===== src/rtl/core/mtdt_pkg.sv =====
// Shared constants, codes and controller/datapath interface types of the timer table.
package mtdt_pkg;

    localparam int TIMER_SLOTS = 16;
    localparam int SLOT_W      = (TIMER_SLOTS > 1) ? $clog2(TIMER_SLOTS) : 1;

    localparam int ID_W    = 32;
    localparam int DL_W    = 64;
    localparam int DELAY_W = 32;
    localparam int MUL_W   = 20;
    localparam int PROD_W  = DELAY_W + MUL_W;
    localparam int ENTRY_W = ID_W + DL_W;

    localparam logic [MUL_W-1:0] NS_PER_MS  = 20'd1000000;
    localparam logic [DL_W-1:0]  IDLE_RESET = 64'd1000000000;

    localparam logic [SLOT_W-1:0] LAST_SLOT = SLOT_W'(TIMER_SLOTS - 1);

    // input item codes
    localparam logic [1:0] MODE_TICK   = 2'd0;
    localparam logic [1:0] MODE_ARM    = 2'd1;
    localparam logic [1:0] MODE_CANCEL = 2'd2;

    // register index (paddr[3])
    localparam logic REG_ENABLE    = 1'b0;
    localparam logic REG_IDLE_WAIT = 1'b1;

    typedef enum logic [1:0] {
        SCAN_PLAIN  = 2'd0,  // every valid slot takes part
        SCAN_REMOVE = 2'd1,  // drop slots with the item's id, rest take part
        SCAN_MATCH  = 2'd2   // only slots with the item's id take part
    } scan_kind_t;

    typedef struct packed {
        logic       load;
        logic       scan_start;
        scan_kind_t kind;
        logic       clear_best;
        logic       emit_fired;
        logic       emit_close;
        logic       do_insert;
        logic       set_cand;
        logic       upd_wait;
    } dp_cmd_t;

    typedef struct packed {
        logic scan_busy;
        logic scan_done;
        logic best_found;
        logic best_expired;
        logic out_free;
    } dp_sts_t;

endpackage


===== src/rtl/core/mtdt_ram.sv =====
// Generic single-write, single-read RAM with registered read data.
module mtdt_ram #(
    parameter int WIDTH = 8,
    parameter int DEPTH = 16
) (
    input  logic                                            clk,
    input  logic                                            we,
    input  logic [((DEPTH > 1) ? $clog2(DEPTH) : 1)-1:0]    waddr,
    input  logic [WIDTH-1:0]                                wdata,
    input  logic                                            re,
    input  logic [((DEPTH > 1) ? $clog2(DEPTH) : 1)-1:0]    raddr,
    output logic [WIDTH-1:0]                                rdata
);

    logic [WIDTH-1:0] mem_reg [DEPTH];
    logic [WIDTH-1:0] rdata_reg;

    always_ff @(posedge clk)
    begin
        if (we)
        begin
            mem_reg[waddr] <= wdata;
        end
        if (re)
        begin
            rdata_reg <= mem_reg[raddr];
        end
    end

    assign rdata = rdata_reg;

endmodule


===== src/rtl/core/mtdt_ctrl.sv =====
// Sequencing state machine of the timer table.
module mtdt_ctrl
    import mtdt_pkg::*;
(
    input  logic       clk,
    input  logic       rst_n,
    input  logic       in_valid,
    output logic       in_ready,
    input  logic [1:0] in_mode,
    input  logic       enable,
    input  dp_sts_t    sts,
    output dp_cmd_t    cmd
);

    typedef enum logic [6:0] {
        S_IDLE   = 7'b0000001,
        S_SCAN   = 7'b0000010,
        S_DECIDE = 7'b0000100,
        S_FIRE   = 7'b0001000,
        S_INSERT = 7'b0010000,
        S_WAIT   = 7'b0100000,
        S_CLOSE  = 7'b1000000
    } state_t;

    state_t     state_reg, state_next;
    logic [1:0] mode_reg, mode_next;

    always_ff @(posedge clk or negedge rst_n)
    begin
        if (!rst_n)
        begin
            state_reg <= S_IDLE;
            mode_reg  <= MODE_TICK;
        end
        else
        begin
            state_reg <= state_next;
            mode_reg  <= mode_next;
        end
    end

    always_comb
    begin
        state_next = state_reg;
        mode_next  = mode_reg;
        cmd        = '0;
        cmd.kind   = SCAN_PLAIN;
        in_ready   = 1'b0;
        unique case (state_reg)
            S_IDLE:
            begin
                in_ready = 1'b1;
                if (in_valid)
                begin
                    cmd.load  = 1'b1;
                    mode_next = in_mode;
                    case (in_mode)
                        MODE_TICK:
                        begin
                            if (enable)
                            begin
                                cmd.scan_start = 1'b1;
                                state_next     = S_SCAN;
                            end
                            else
                            begin
                                state_next = S_CLOSE;
                            end
                        end
                        MODE_ARM:
                        begin
                            cmd.scan_start = 1'b1;
                            cmd.kind       = SCAN_REMOVE;
                            state_next     = S_SCAN;
                        end
                        MODE_CANCEL:
                        begin
                            cmd.scan_start = 1'b1;
                            cmd.kind       = SCAN_MATCH;
                            state_next     = S_SCAN;
                        end
                        default:
                        begin
                            state_next = S_CLOSE;
                        end
                    endcase
                end
            end
            S_SCAN:
            begin
                if (sts.scan_done)
                begin
                    state_next = S_DECIDE;
                end
            end
            S_DECIDE:
            begin
                case (mode_reg)
                    MODE_CANCEL:
                    begin
                        cmd.clear_best = 1'b1;
                        state_next     = S_CLOSE;
                    end
                    MODE_ARM:
                    begin
                        if (enable && sts.best_found && sts.best_expired)
                        begin
                            state_next = S_FIRE;
                        end
                        else
                        begin
                            state_next = S_INSERT;
                        end
                    end
                    MODE_TICK:
                    begin
                        if (sts.best_found && sts.best_expired)
                        begin
                            state_next = S_FIRE;
                        end
                        else
                        begin
                            cmd.set_cand = 1'b1;
                            state_next   = S_WAIT;
                        end
                    end
                    default:
                    begin
                        state_next = S_CLOSE;
                    end
                endcase
            end
            S_FIRE:
            begin
                if (sts.out_free)
                begin
                    cmd.emit_fired = 1'b1;
                    cmd.clear_best = 1'b1;
                    cmd.scan_start = 1'b1;
                    state_next     = S_SCAN;
                end
            end
            S_INSERT:
            begin
                cmd.do_insert = 1'b1;
                state_next    = enable ? S_WAIT : S_CLOSE;
            end
            S_WAIT:
            begin
                cmd.upd_wait = 1'b1;
                state_next   = S_CLOSE;
            end
            S_CLOSE:
            begin
                if (sts.out_free)
                begin
                    cmd.emit_close = 1'b1;
                    state_next     = S_IDLE;
                end
            end
        endcase
    end

`ifndef NO_ASSERTIONS
    a_emit_when_free: assert property (@(posedge clk) disable iff (!rst_n)
        (cmd.emit_fired || cmd.emit_close) |-> sts.out_free)
        else $error("result emitted while output register still occupied");
    a_no_restart: assert property (@(posedge clk) disable iff (!rst_n)
        cmd.scan_start |-> !sts.scan_busy)
        else $error("scan started while previous scan still running");
    a_busy_after_accept: assert property (@(posedge clk) disable iff (!rst_n)
        (in_valid && in_ready) |=> !in_ready)
        else $error("new transaction taken before closing result");
`endif

endmodule


===== src/rtl/core/mtdt_dp.sv =====
// Slot storage, scan unit, deadline arithmetic and output register of the timer table.
module mtdt_dp
    import mtdt_pkg::*;
(
    input  logic                clk,
    input  logic                rst_n,
    input  dp_cmd_t             cmd,
    output dp_sts_t             sts,
    input  logic [ID_W-1:0]     in_timer_id,
    input  logic [DELAY_W-1:0]  in_delay_ms,
    input  logic [DL_W-1:0]     in_now_ns,
    input  logic [DL_W-1:0]     idle_wait_ns,
    input  logic                out_ready,
    output logic                out_valid,
    output logic                fired_valid,
    output logic [ID_W-1:0]     fired_id,
    output logic [DL_W-1:0]     next_wait_ns,
    output logic                table_full,
    output logic                last
);

    // item payload
    logic [ID_W-1:0]    tid_reg;
    logic [DELAY_W-1:0] delay_reg;
    logic [DL_W-1:0]    now_reg;
    logic [PROD_W-1:0]  prod_reg;
    logic [DL_W-1:0]    dl_reg;
    logic [DL_W:0]      dl_sum;

    // slot state
    logic [TIMER_SLOTS-1:0] slot_valid_reg, slot_valid_next;
    logic                   ram_we;
    logic [ENTRY_W-1:0]     ram_rdata;

    // scan unit
    logic              scan_busy_reg;
    logic [SLOT_W-1:0] scan_cnt_reg;
    logic              pv_reg;
    logic [SLOT_W-1:0] pidx_reg;
    scan_kind_t        kind_reg;
    logic              best_found_reg;
    logic [SLOT_W-1:0] best_idx_reg;
    logic [DL_W-1:0]   best_dl_reg;
    logic [ID_W-1:0]   best_id_reg;
    logic [DL_W-1:0]   rd_dl;
    logic [ID_W-1:0]   rd_id;
    logic              rd_live, rd_match, rd_take;

    // free slot search
    logic              free_found;
    logic [SLOT_W-1:0] free_idx;

    // wait
    logic            cand_valid_reg;
    logic [DL_W-1:0] cand_reg;
    logic [DL_W-1:0] cur_wait_reg;
    logic            full_reg;

    logic            out_valid_reg;
    logic            fired_valid_reg;
    logic [ID_W-1:0] fired_id_reg;
    logic [DL_W-1:0] next_wait_reg;
    logic            table_full_reg;
    logic            last_reg;

    // deadline = now + delay * 1e6, saturating
    assign dl_sum = {1'b0, now_reg} + {1'b0, DL_W'(prod_reg)};

    always_ff @(posedge clk)
    begin
        if (cmd.load)
        begin
            tid_reg   <= in_timer_id;
            delay_reg <= in_delay_ms;
            now_reg   <= in_now_ns;
        end
        prod_reg <= PROD_W'(delay_reg) * PROD_W'(NS_PER_MS);
        dl_reg   <= dl_sum[DL_W] ? {DL_W{1'b1}} : dl_sum[DL_W-1:0];
    end

    always_comb
    begin
        free_found = 1'b0;
        free_idx   = '0;
        for (int i = TIMER_SLOTS - 1; i >= 0; i--)
        begin
            if (!slot_valid_reg[i])
            begin
                free_found = 1'b1;
                free_idx   = SLOT_W'(i);
            end
        end
    end

    assign ram_we = cmd.do_insert && free_found;

    mtdt_ram #(
        .WIDTH (ENTRY_W),
        .DEPTH (TIMER_SLOTS)
    ) u_slot_ram (
        .clk   (clk),
        .we    (ram_we),
        .waddr (free_idx),
        .wdata ({tid_reg, dl_reg}),
        .re    (scan_busy_reg),
        .raddr (scan_cnt_reg),
        .rdata (ram_rdata)
    );

    assign rd_dl    = ram_rdata[DL_W-1:0];
    assign rd_id    = ram_rdata[ENTRY_W-1:DL_W];
    assign rd_live  = pv_reg && slot_valid_reg[pidx_reg];
    assign rd_match = (rd_id == tid_reg);

    always_comb
    begin
        case (kind_reg)
            SCAN_REMOVE: rd_take = rd_live && !rd_match;
            SCAN_MATCH:  rd_take = rd_live && rd_match;
            default:     rd_take = rd_live;
        endcase
    end

    always_comb
    begin
        slot_valid_next = slot_valid_reg;
        if (rd_live && rd_match && (kind_reg == SCAN_REMOVE))
        begin
            slot_valid_next[pidx_reg] = 1'b0;
        end
        if (cmd.clear_best && best_found_reg)
        begin
            slot_valid_next[best_idx_reg] = 1'b0;
        end
        if (ram_we)
        begin
            slot_valid_next[free_idx] = 1'b1;
        end
    end

    // scan control and running minimum (strict less keeps the lower slot on a tie)
    always_ff @(posedge clk or negedge rst_n)
    begin
        if (!rst_n)
        begin
            slot_valid_reg <= '0;
            scan_busy_reg  <= 1'b0;
            scan_cnt_reg   <= '0;
            pv_reg         <= 1'b0;
            kind_reg       <= SCAN_PLAIN;
            best_found_reg <= 1'b0;
        end
        else
        begin
            slot_valid_reg <= slot_valid_next;
            pv_reg         <= scan_busy_reg;
            if (cmd.scan_start)
            begin
                scan_busy_reg  <= 1'b1;
                scan_cnt_reg   <= '0;
                kind_reg       <= cmd.kind;
                best_found_reg <= 1'b0;
            end
            else
            begin
                if (scan_busy_reg)
                begin
                    if (scan_cnt_reg == LAST_SLOT)
                    begin
                        scan_busy_reg <= 1'b0;
                    end
                    else
                    begin
                        scan_cnt_reg <= scan_cnt_reg + 1'b1;
                    end
                end
                if (rd_take && (!best_found_reg || (rd_dl < best_dl_reg)))
                begin
                    best_found_reg <= 1'b1;
                end
            end
        end
    end

    always_ff @(posedge clk)
    begin
        pidx_reg <= scan_cnt_reg;
        if (rd_take && (!best_found_reg || (rd_dl < best_dl_reg)))
        begin
            best_idx_reg <= pidx_reg;
            best_dl_reg  <= rd_dl;
            best_id_reg  <= rd_id;
        end
    end

    // earliest deadline candidate for the wait
    always_ff @(posedge clk)
    begin
        if (cmd.set_cand)
        begin
            cand_valid_reg <= best_found_reg;
            cand_reg       <= best_dl_reg;
        end
        else if (cmd.do_insert)
        begin
            if (free_found && (!best_found_reg || (dl_reg < best_dl_reg)))
            begin
                cand_valid_reg <= 1'b1;
                cand_reg       <= dl_reg;
            end
            else
            begin
                cand_valid_reg <= best_found_reg;
                cand_reg       <= best_dl_reg;
            end
        end
    end

    always_ff @(posedge clk or negedge rst_n)
    begin
        if (!rst_n)
        begin
            cur_wait_reg  <= IDLE_RESET;
            full_reg      <= 1'b0;
            out_valid_reg <= 1'b0;
        end
        else
        begin
            if (cmd.upd_wait)
            begin
                cur_wait_reg <= (cand_valid_reg && (cand_reg > now_reg)) ?
                                (cand_reg - now_reg) : idle_wait_ns;
            end
            if (cmd.load)
            begin
                full_reg <= 1'b0;
            end
            else if (cmd.do_insert)
            begin
                full_reg <= !free_found;
            end
            if (cmd.emit_fired || cmd.emit_close)
            begin
                out_valid_reg <= 1'b1;
            end
            else if (out_ready)
            begin
                out_valid_reg <= 1'b0;
            end
        end
    end

    always_ff @(posedge clk)
    begin
        if (cmd.emit_fired)
        begin
            fired_valid_reg <= 1'b1;
            fired_id_reg    <= best_id_reg;
            next_wait_reg   <= '0;
            table_full_reg  <= 1'b0;
            last_reg        <= 1'b0;
        end
        else if (cmd.emit_close)
        begin
            fired_valid_reg <= 1'b0;
            fired_id_reg    <= '0;
            next_wait_reg   <= cur_wait_reg;
            table_full_reg  <= full_reg;
            last_reg        <= 1'b1;
        end
    end

    assign sts.scan_busy    = scan_busy_reg;
    assign sts.scan_done    = pv_reg && (pidx_reg == LAST_SLOT);
    assign sts.best_found   = best_found_reg;
    assign sts.best_expired = (best_dl_reg <= now_reg);
    assign sts.out_free     = !out_valid_reg || out_ready;

    assign out_valid    = out_valid_reg;
    assign fired_valid  = fired_valid_reg;
    assign fired_id     = fired_id_reg;
    assign next_wait_ns = next_wait_reg;
    assign table_full   = table_full_reg;
    assign last         = last_reg;

endmodule


===== src/rtl/core/multi_timer_deadline_table.sv =====
// Top level of the one-shot timer deadline table: configuration registers and wiring.
//
// Use: up to 16 one-shot timers, each an id with an absolute deadline in ns.
// Input channel (in_valid/in_ready) takes one transaction: mode tick, arm or
// cancel, with timer_id, delay_ms and now_ns. Output channel (out_valid/
// out_ready) returns one transaction per expired timer (fired_valid set,
// ascending deadline, lower slot first on a tie) and then a closing one with
// last set, carrying next_wait_ns and table_full.
// Throughput: one item at a time. Every arm, cancel or enabled tick makes
// one pass of the slot RAM, one slot read per cycle, and each fired timer
// costs a further pass; a disabled tick or unused mode makes no pass.
// The pass length is set by the single read port of the slot RAM.
// Output: a registered stage holds one result; the next input transaction is
// taken as soon as the closing result sits in it. If the receiver stalls,
// the sequencer holds its next result back until the stage is free.
// Reset (rst_n, async): all slots empty, enable clear, idle wait and
// current wait 1e9 ns. Configuration via APB: enable at 0x0, idle_wait_ns
// at 0x8; write only while the block is idle.
module multi_timer_deadline_table
    import mtdt_pkg::*;
(
    input  logic                clk,
    input  logic                rst_n,
    // configuration
    input  logic                psel,
    input  logic                penable,
    input  logic                pwrite,
    input  logic [3:0]          paddr,
    input  logic [63:0]         pwdata,
    output logic [63:0]         prdata,
    output logic                pready,
    // input items
    input  logic                in_valid,
    output logic                in_ready,
    input  logic [1:0]          mode,
    input  logic [ID_W-1:0]     timer_id,
    input  logic [DELAY_W-1:0]  delay_ms,
    input  logic [DL_W-1:0]     now_ns,
    // results
    output logic                out_valid,
    input  logic                out_ready,
    output logic                fired_valid,
    output logic [ID_W-1:0]     fired_id,
    output logic [DL_W-1:0]     next_wait_ns,
    output logic                table_full,
    output logic                last
);

    logic            enable_reg;
    logic [DL_W-1:0] idle_wait_reg;
    logic            cfg_write;
    dp_cmd_t         cmd;
    dp_sts_t         sts;

    // registers decoded on paddr[3]; low address bits are don't-care
    assign cfg_write = psel && penable && pwrite;
    assign pready    = 1'b1;

    always_ff @(posedge clk or negedge rst_n)
    begin
        if (!rst_n)
        begin
            enable_reg    <= 1'b0;
            idle_wait_reg <= IDLE_RESET;
        end
        else if (cfg_write)
        begin
            unique case (paddr[3])
                REG_ENABLE:    enable_reg    <= pwdata[0];
                REG_IDLE_WAIT: idle_wait_reg <= pwdata;
            endcase
        end
    end

    always_comb
    begin
        unique case (paddr[3])
            REG_ENABLE:    prdata = {63'd0, enable_reg};
            REG_IDLE_WAIT: prdata = idle_wait_reg;
        endcase
    end

    // sequencer: one transaction at a time, fire loop, closing result
    mtdt_ctrl u_ctrl (
        .clk      (clk),
        .rst_n    (rst_n),
        .in_valid (in_valid),
        .in_ready (in_ready),
        .in_mode  (mode),
        .enable   (enable_reg),
        .sts      (sts),
        .cmd      (cmd)
    );

    // slot RAM, valid bits, scan, deadline maths, output stage
    mtdt_dp u_dp (
        .clk          (clk),
        .rst_n        (rst_n),
        .cmd          (cmd),
        .sts          (sts),
        .in_timer_id  (timer_id),
        .in_delay_ms  (delay_ms),
        .in_now_ns    (now_ns),
        .idle_wait_ns (idle_wait_reg),
        .out_ready    (out_ready),
        .out_valid    (out_valid),
        .fired_valid  (fired_valid),
        .fired_id     (fired_id),
        .next_wait_ns (next_wait_ns),
        .table_full   (table_full),
        .last         (last)
    );

endmodule


===== config.mk =====
export PLATFORM = sky130hd
export DESIGN_NAME = multi_timer_deadline_table
export DESIGN_NICKNAME = d
export VERILOG_FILES = /design/src/rtl/core/mtdt_pkg.sv /design/src/rtl/core/mtdt_ram.sv /design/src/rtl/core/mtdt_ctrl.sv /design/src/rtl/core/mtdt_dp.sv /design/src/rtl/core/multi_timer_deadline_table.sv
export SDC_FILE = /design/constraint.sdc
export NUM_CORES = 2
export LEC_CHECK = 0
export BUFFER_PORTS_ARGS = -buffer_cell sky130_fd_sc_hd__buf_2
export CAP_MARGIN = 20
export CORE_MARGIN = 5
export CORE_UTILIZATION = 55
export CTS_BUF_LIST = sky130_fd_sc_hd__clkbuf_4 sky130_fd_sc_hd__clkbuf_8
export DETAILED_ROUTE_END_ITERATION = 12
export GPL_TIMING_DRIVEN = 0
export PLACE_DENSITY = 0.81
export SYNTH_ARGS = -nofsm -noshare
export SYNTH_HDL_FRONTEND = slang
export SYNTH_HIERARCHICAL = 1
export SYNTH_SLANG_ARGS = --single-unit

===== constraint.sdc =====
create_clock -name clk -period 27.5 [get_ports clk]
set_input_delay 0 -clock clk [delete_from_list [all_inputs] [get_ports clk]]
set_output_delay 0 -clock clk [all_outputs]
set_load 0.02 [all_outputs]

==> impl_metrics.tcl <==
set metrics [dict create \
    worst_clock_skew_ns 0.1454 \
    ff2ff_path_depth 22 \
    max-cap-violations 0 \
    final_hold_viol_count 0 \
    first_global_vias 69860 \
    cts.sinks 2303 \
    finalSetupTns_ns 0 \
    largest_reg_flops 1536 \
    syn-cell-area_mm2 0.1044 \
    critPathMaxFanout 7 \
    fin_crit_ns 7.604 \
    antenna_found_initial 16 \
    critPathLaunchType "flip-flop" \
    wirelength_mm 313.0 \
    port_buffers 366 \
    hold_start "paddr[3]" \
    critPathKind "reg2reg" \
    htreeDepth 5 \
    cts_buffer_depth 4 \
    crit_path_end_kind "flip-flop" \
    cts_buffers 370 \
    dr.pass1.iters 8 \
    ioPinCount 371 \
    first_iter_violations 9619 \
    layout_common_cells "edfxtp_1 (1,957), dlygate4sd3_1 (466), ha_1 (460)" \
    nets 8810 \
    grt.busiest_layer "met2" \
    final_area_mm2 0.1232 \
    ir_drop_mv 0.2066 \
    fin_crit_sh_pct 27.65 \
    met2_usage_pct 49.61 \
    final_util_pct 64.96 \
    core_mm2 0.1896 \
    drv_slew 0 \
    postRouteAntennaNets 0 \
    worstMarginPinSlew_ns 1.173 \
    postSynthAreaPerCell_um2 15.61 \
    r2r_end "u_dp/prod_reg[46]$_DFF_P_" \
    hold_path_class "in2reg" \
    regToRegStartpoint "u_dp/delay_reg[2]$_DFFE_PP_" \
    crit_arrival_ns 8.44 \
    placed_area_mm2 0.1114 \
    synth_nets 7492 \
    grt_overflow_total 0 \
    hold_depth 4 \
    start_util_pct 55.09 \
    final_common_cell "edfxtp_1" \
    vias 68980 \
    nFillCells 12280 \
    status "finished clean" \
    grt_pass1_wl_mm 456.3 \
    rrSetupSlack_ns 19.90 \
    hold_path_end "idle_wait_reg[57]$_DFFE_PN0P_" \
    place.gp.congestion 0.9947 \
    synthCells 6690 \
    drc 0 \
    use_met1_pct 40.29 \
    routed_via_density 6.389 \
    synth_warnings 6 \
    worstPathRequired_ns 28.34 \
    dieHeight_um 445.8 \
    syn2layout_area_growth_pct 17.92 \
    root_buffer "clkbuf_8" \
    post_drt_wl_per_cell_um 28.99 \
    power.density_mw_per_mm2 106.7 \
    setup_viol 0 \
    dieArea_mm2 0.1987 \
    cts_setup_buffers 0 \
    grt_use_met3_pct 7.858 \
    grt_usage_pct 31.17 \
    fp.dieW_um 445.8 \
    clock_latency_ns 1.13 \
    p_leak_nw 46.27 \
    dp_hpwl_mm 211.3 \
    relSlewSlack_pct 21.65 \
    num_rows 160 \
    cts_tree "yes" \
    grt_setup_unrepaired "no" \
    fmax_ghz 0.1315 \
    drive_gt1_share_pct 20.14 \
    path_clk_slew_ns 0.07 \
    hold_ws_ns 0.1281 \
    grt_max_degree 89 \
    power_mw 13.14 \
]
[how the worst max path moves through the flow]
stage,start,to,slack (ns)
finish,u_dp/delay_reg[2]$_DFFE_PP_,u_dp/prod_reg[46]$_DFF_P_,19.90
global route,u_dp/delay_reg[2]$_DFFE_PP_,u_dp/prod_reg[46]$_DFF_P_,19.81
CTS,u_dp/delay_reg[2]$_DFFE_PP_,u_dp/prod_reg[46]$_DFF_P_,20.39
detailed placement,u_dp/delay_reg[2]$_DFFE_PP_,u_dp/prod_reg[46]$_DFF_P_,20.45
global placement,u_ctrl/state_reg[2]$_DFFE_PN0P_,u_dp/u_slot_ram/mem_reg[0][80]$_DFFE_PP_,10.63
floorplan,u_dp/best_dl_reg[17]$_DFFE_PP_,u_dp/best_dl_reg[0]$_DFFE_PP_,17.34
[final cells by class]
class / count / area (um^2) / area share, %
antenna: 5 / 12.51 / 0.01016
buffer: 307 / 1534 / 1.245
clock buffer: 517 / 6321 / 5.132
clock inverter: 127 / 696.9 / 0.5659
inverter: 377 / 1421 / 1.154
multi-input combinational: 3703 / 35070 / 28.48
sequential: 2303 / 66560 / 54.04
tap: 2511 / 3142 / 2.551
timing repair buffer: 946 / 8404 / 6.824
[critical path, cell delays in order, from the launching register on]
cell and delay, ns:
edfxtp_1 0.64, inv_1 0.19, fa_1 0.58, inv_1 0.06, fa_1 0.50, fa_1 0.65
fa_1 0.50, ha_1 0.31, inv_1 0.05, fa_1 0.50, inv_1 0.05, ha_1 0.39
a21o_1 0.22, a21oi_1 0.18, o21ai_0 0.21, a311oi_1 0.49, a211oi_1 0.18, o31a_1 0.36
a211o_1 0.33, a21oi_1 0.22, o21ai_0 0.12, a21oi_1 0.19, xnor2_1 0.47
[power by group]
part / total (mW) / switching (mW) / internal, mW
logic: 5.33 / 3.24 / 2.08
clock network: 2.86 / 1.34 / 1.52
registers: 4.96 / 0.542 / 4.41
[what timing repair did]
action	4_1_cts	5_1_grt
gates resized for setup	0	0
hold buffers	467	0
hold endpoints to repair	418	0
[metrics by stage]
stage	instances	worst slack, ns
after floorplan	6690	17.34
after global placement	9567	10.63
after detailed placement	9679	20.45
after CTS	10790	20.39
after global routing	10800	19.81
final	10800	19.90
[metal layers]
layer / wire [um] / up-vias
met5: 46 / -
met4: 18120 / 6
met3: 38180 / 982
met2: 146800 / 5228
met1: 109900 / 34230
li1: - / 28530
Power figures use the tool's default switching activity.
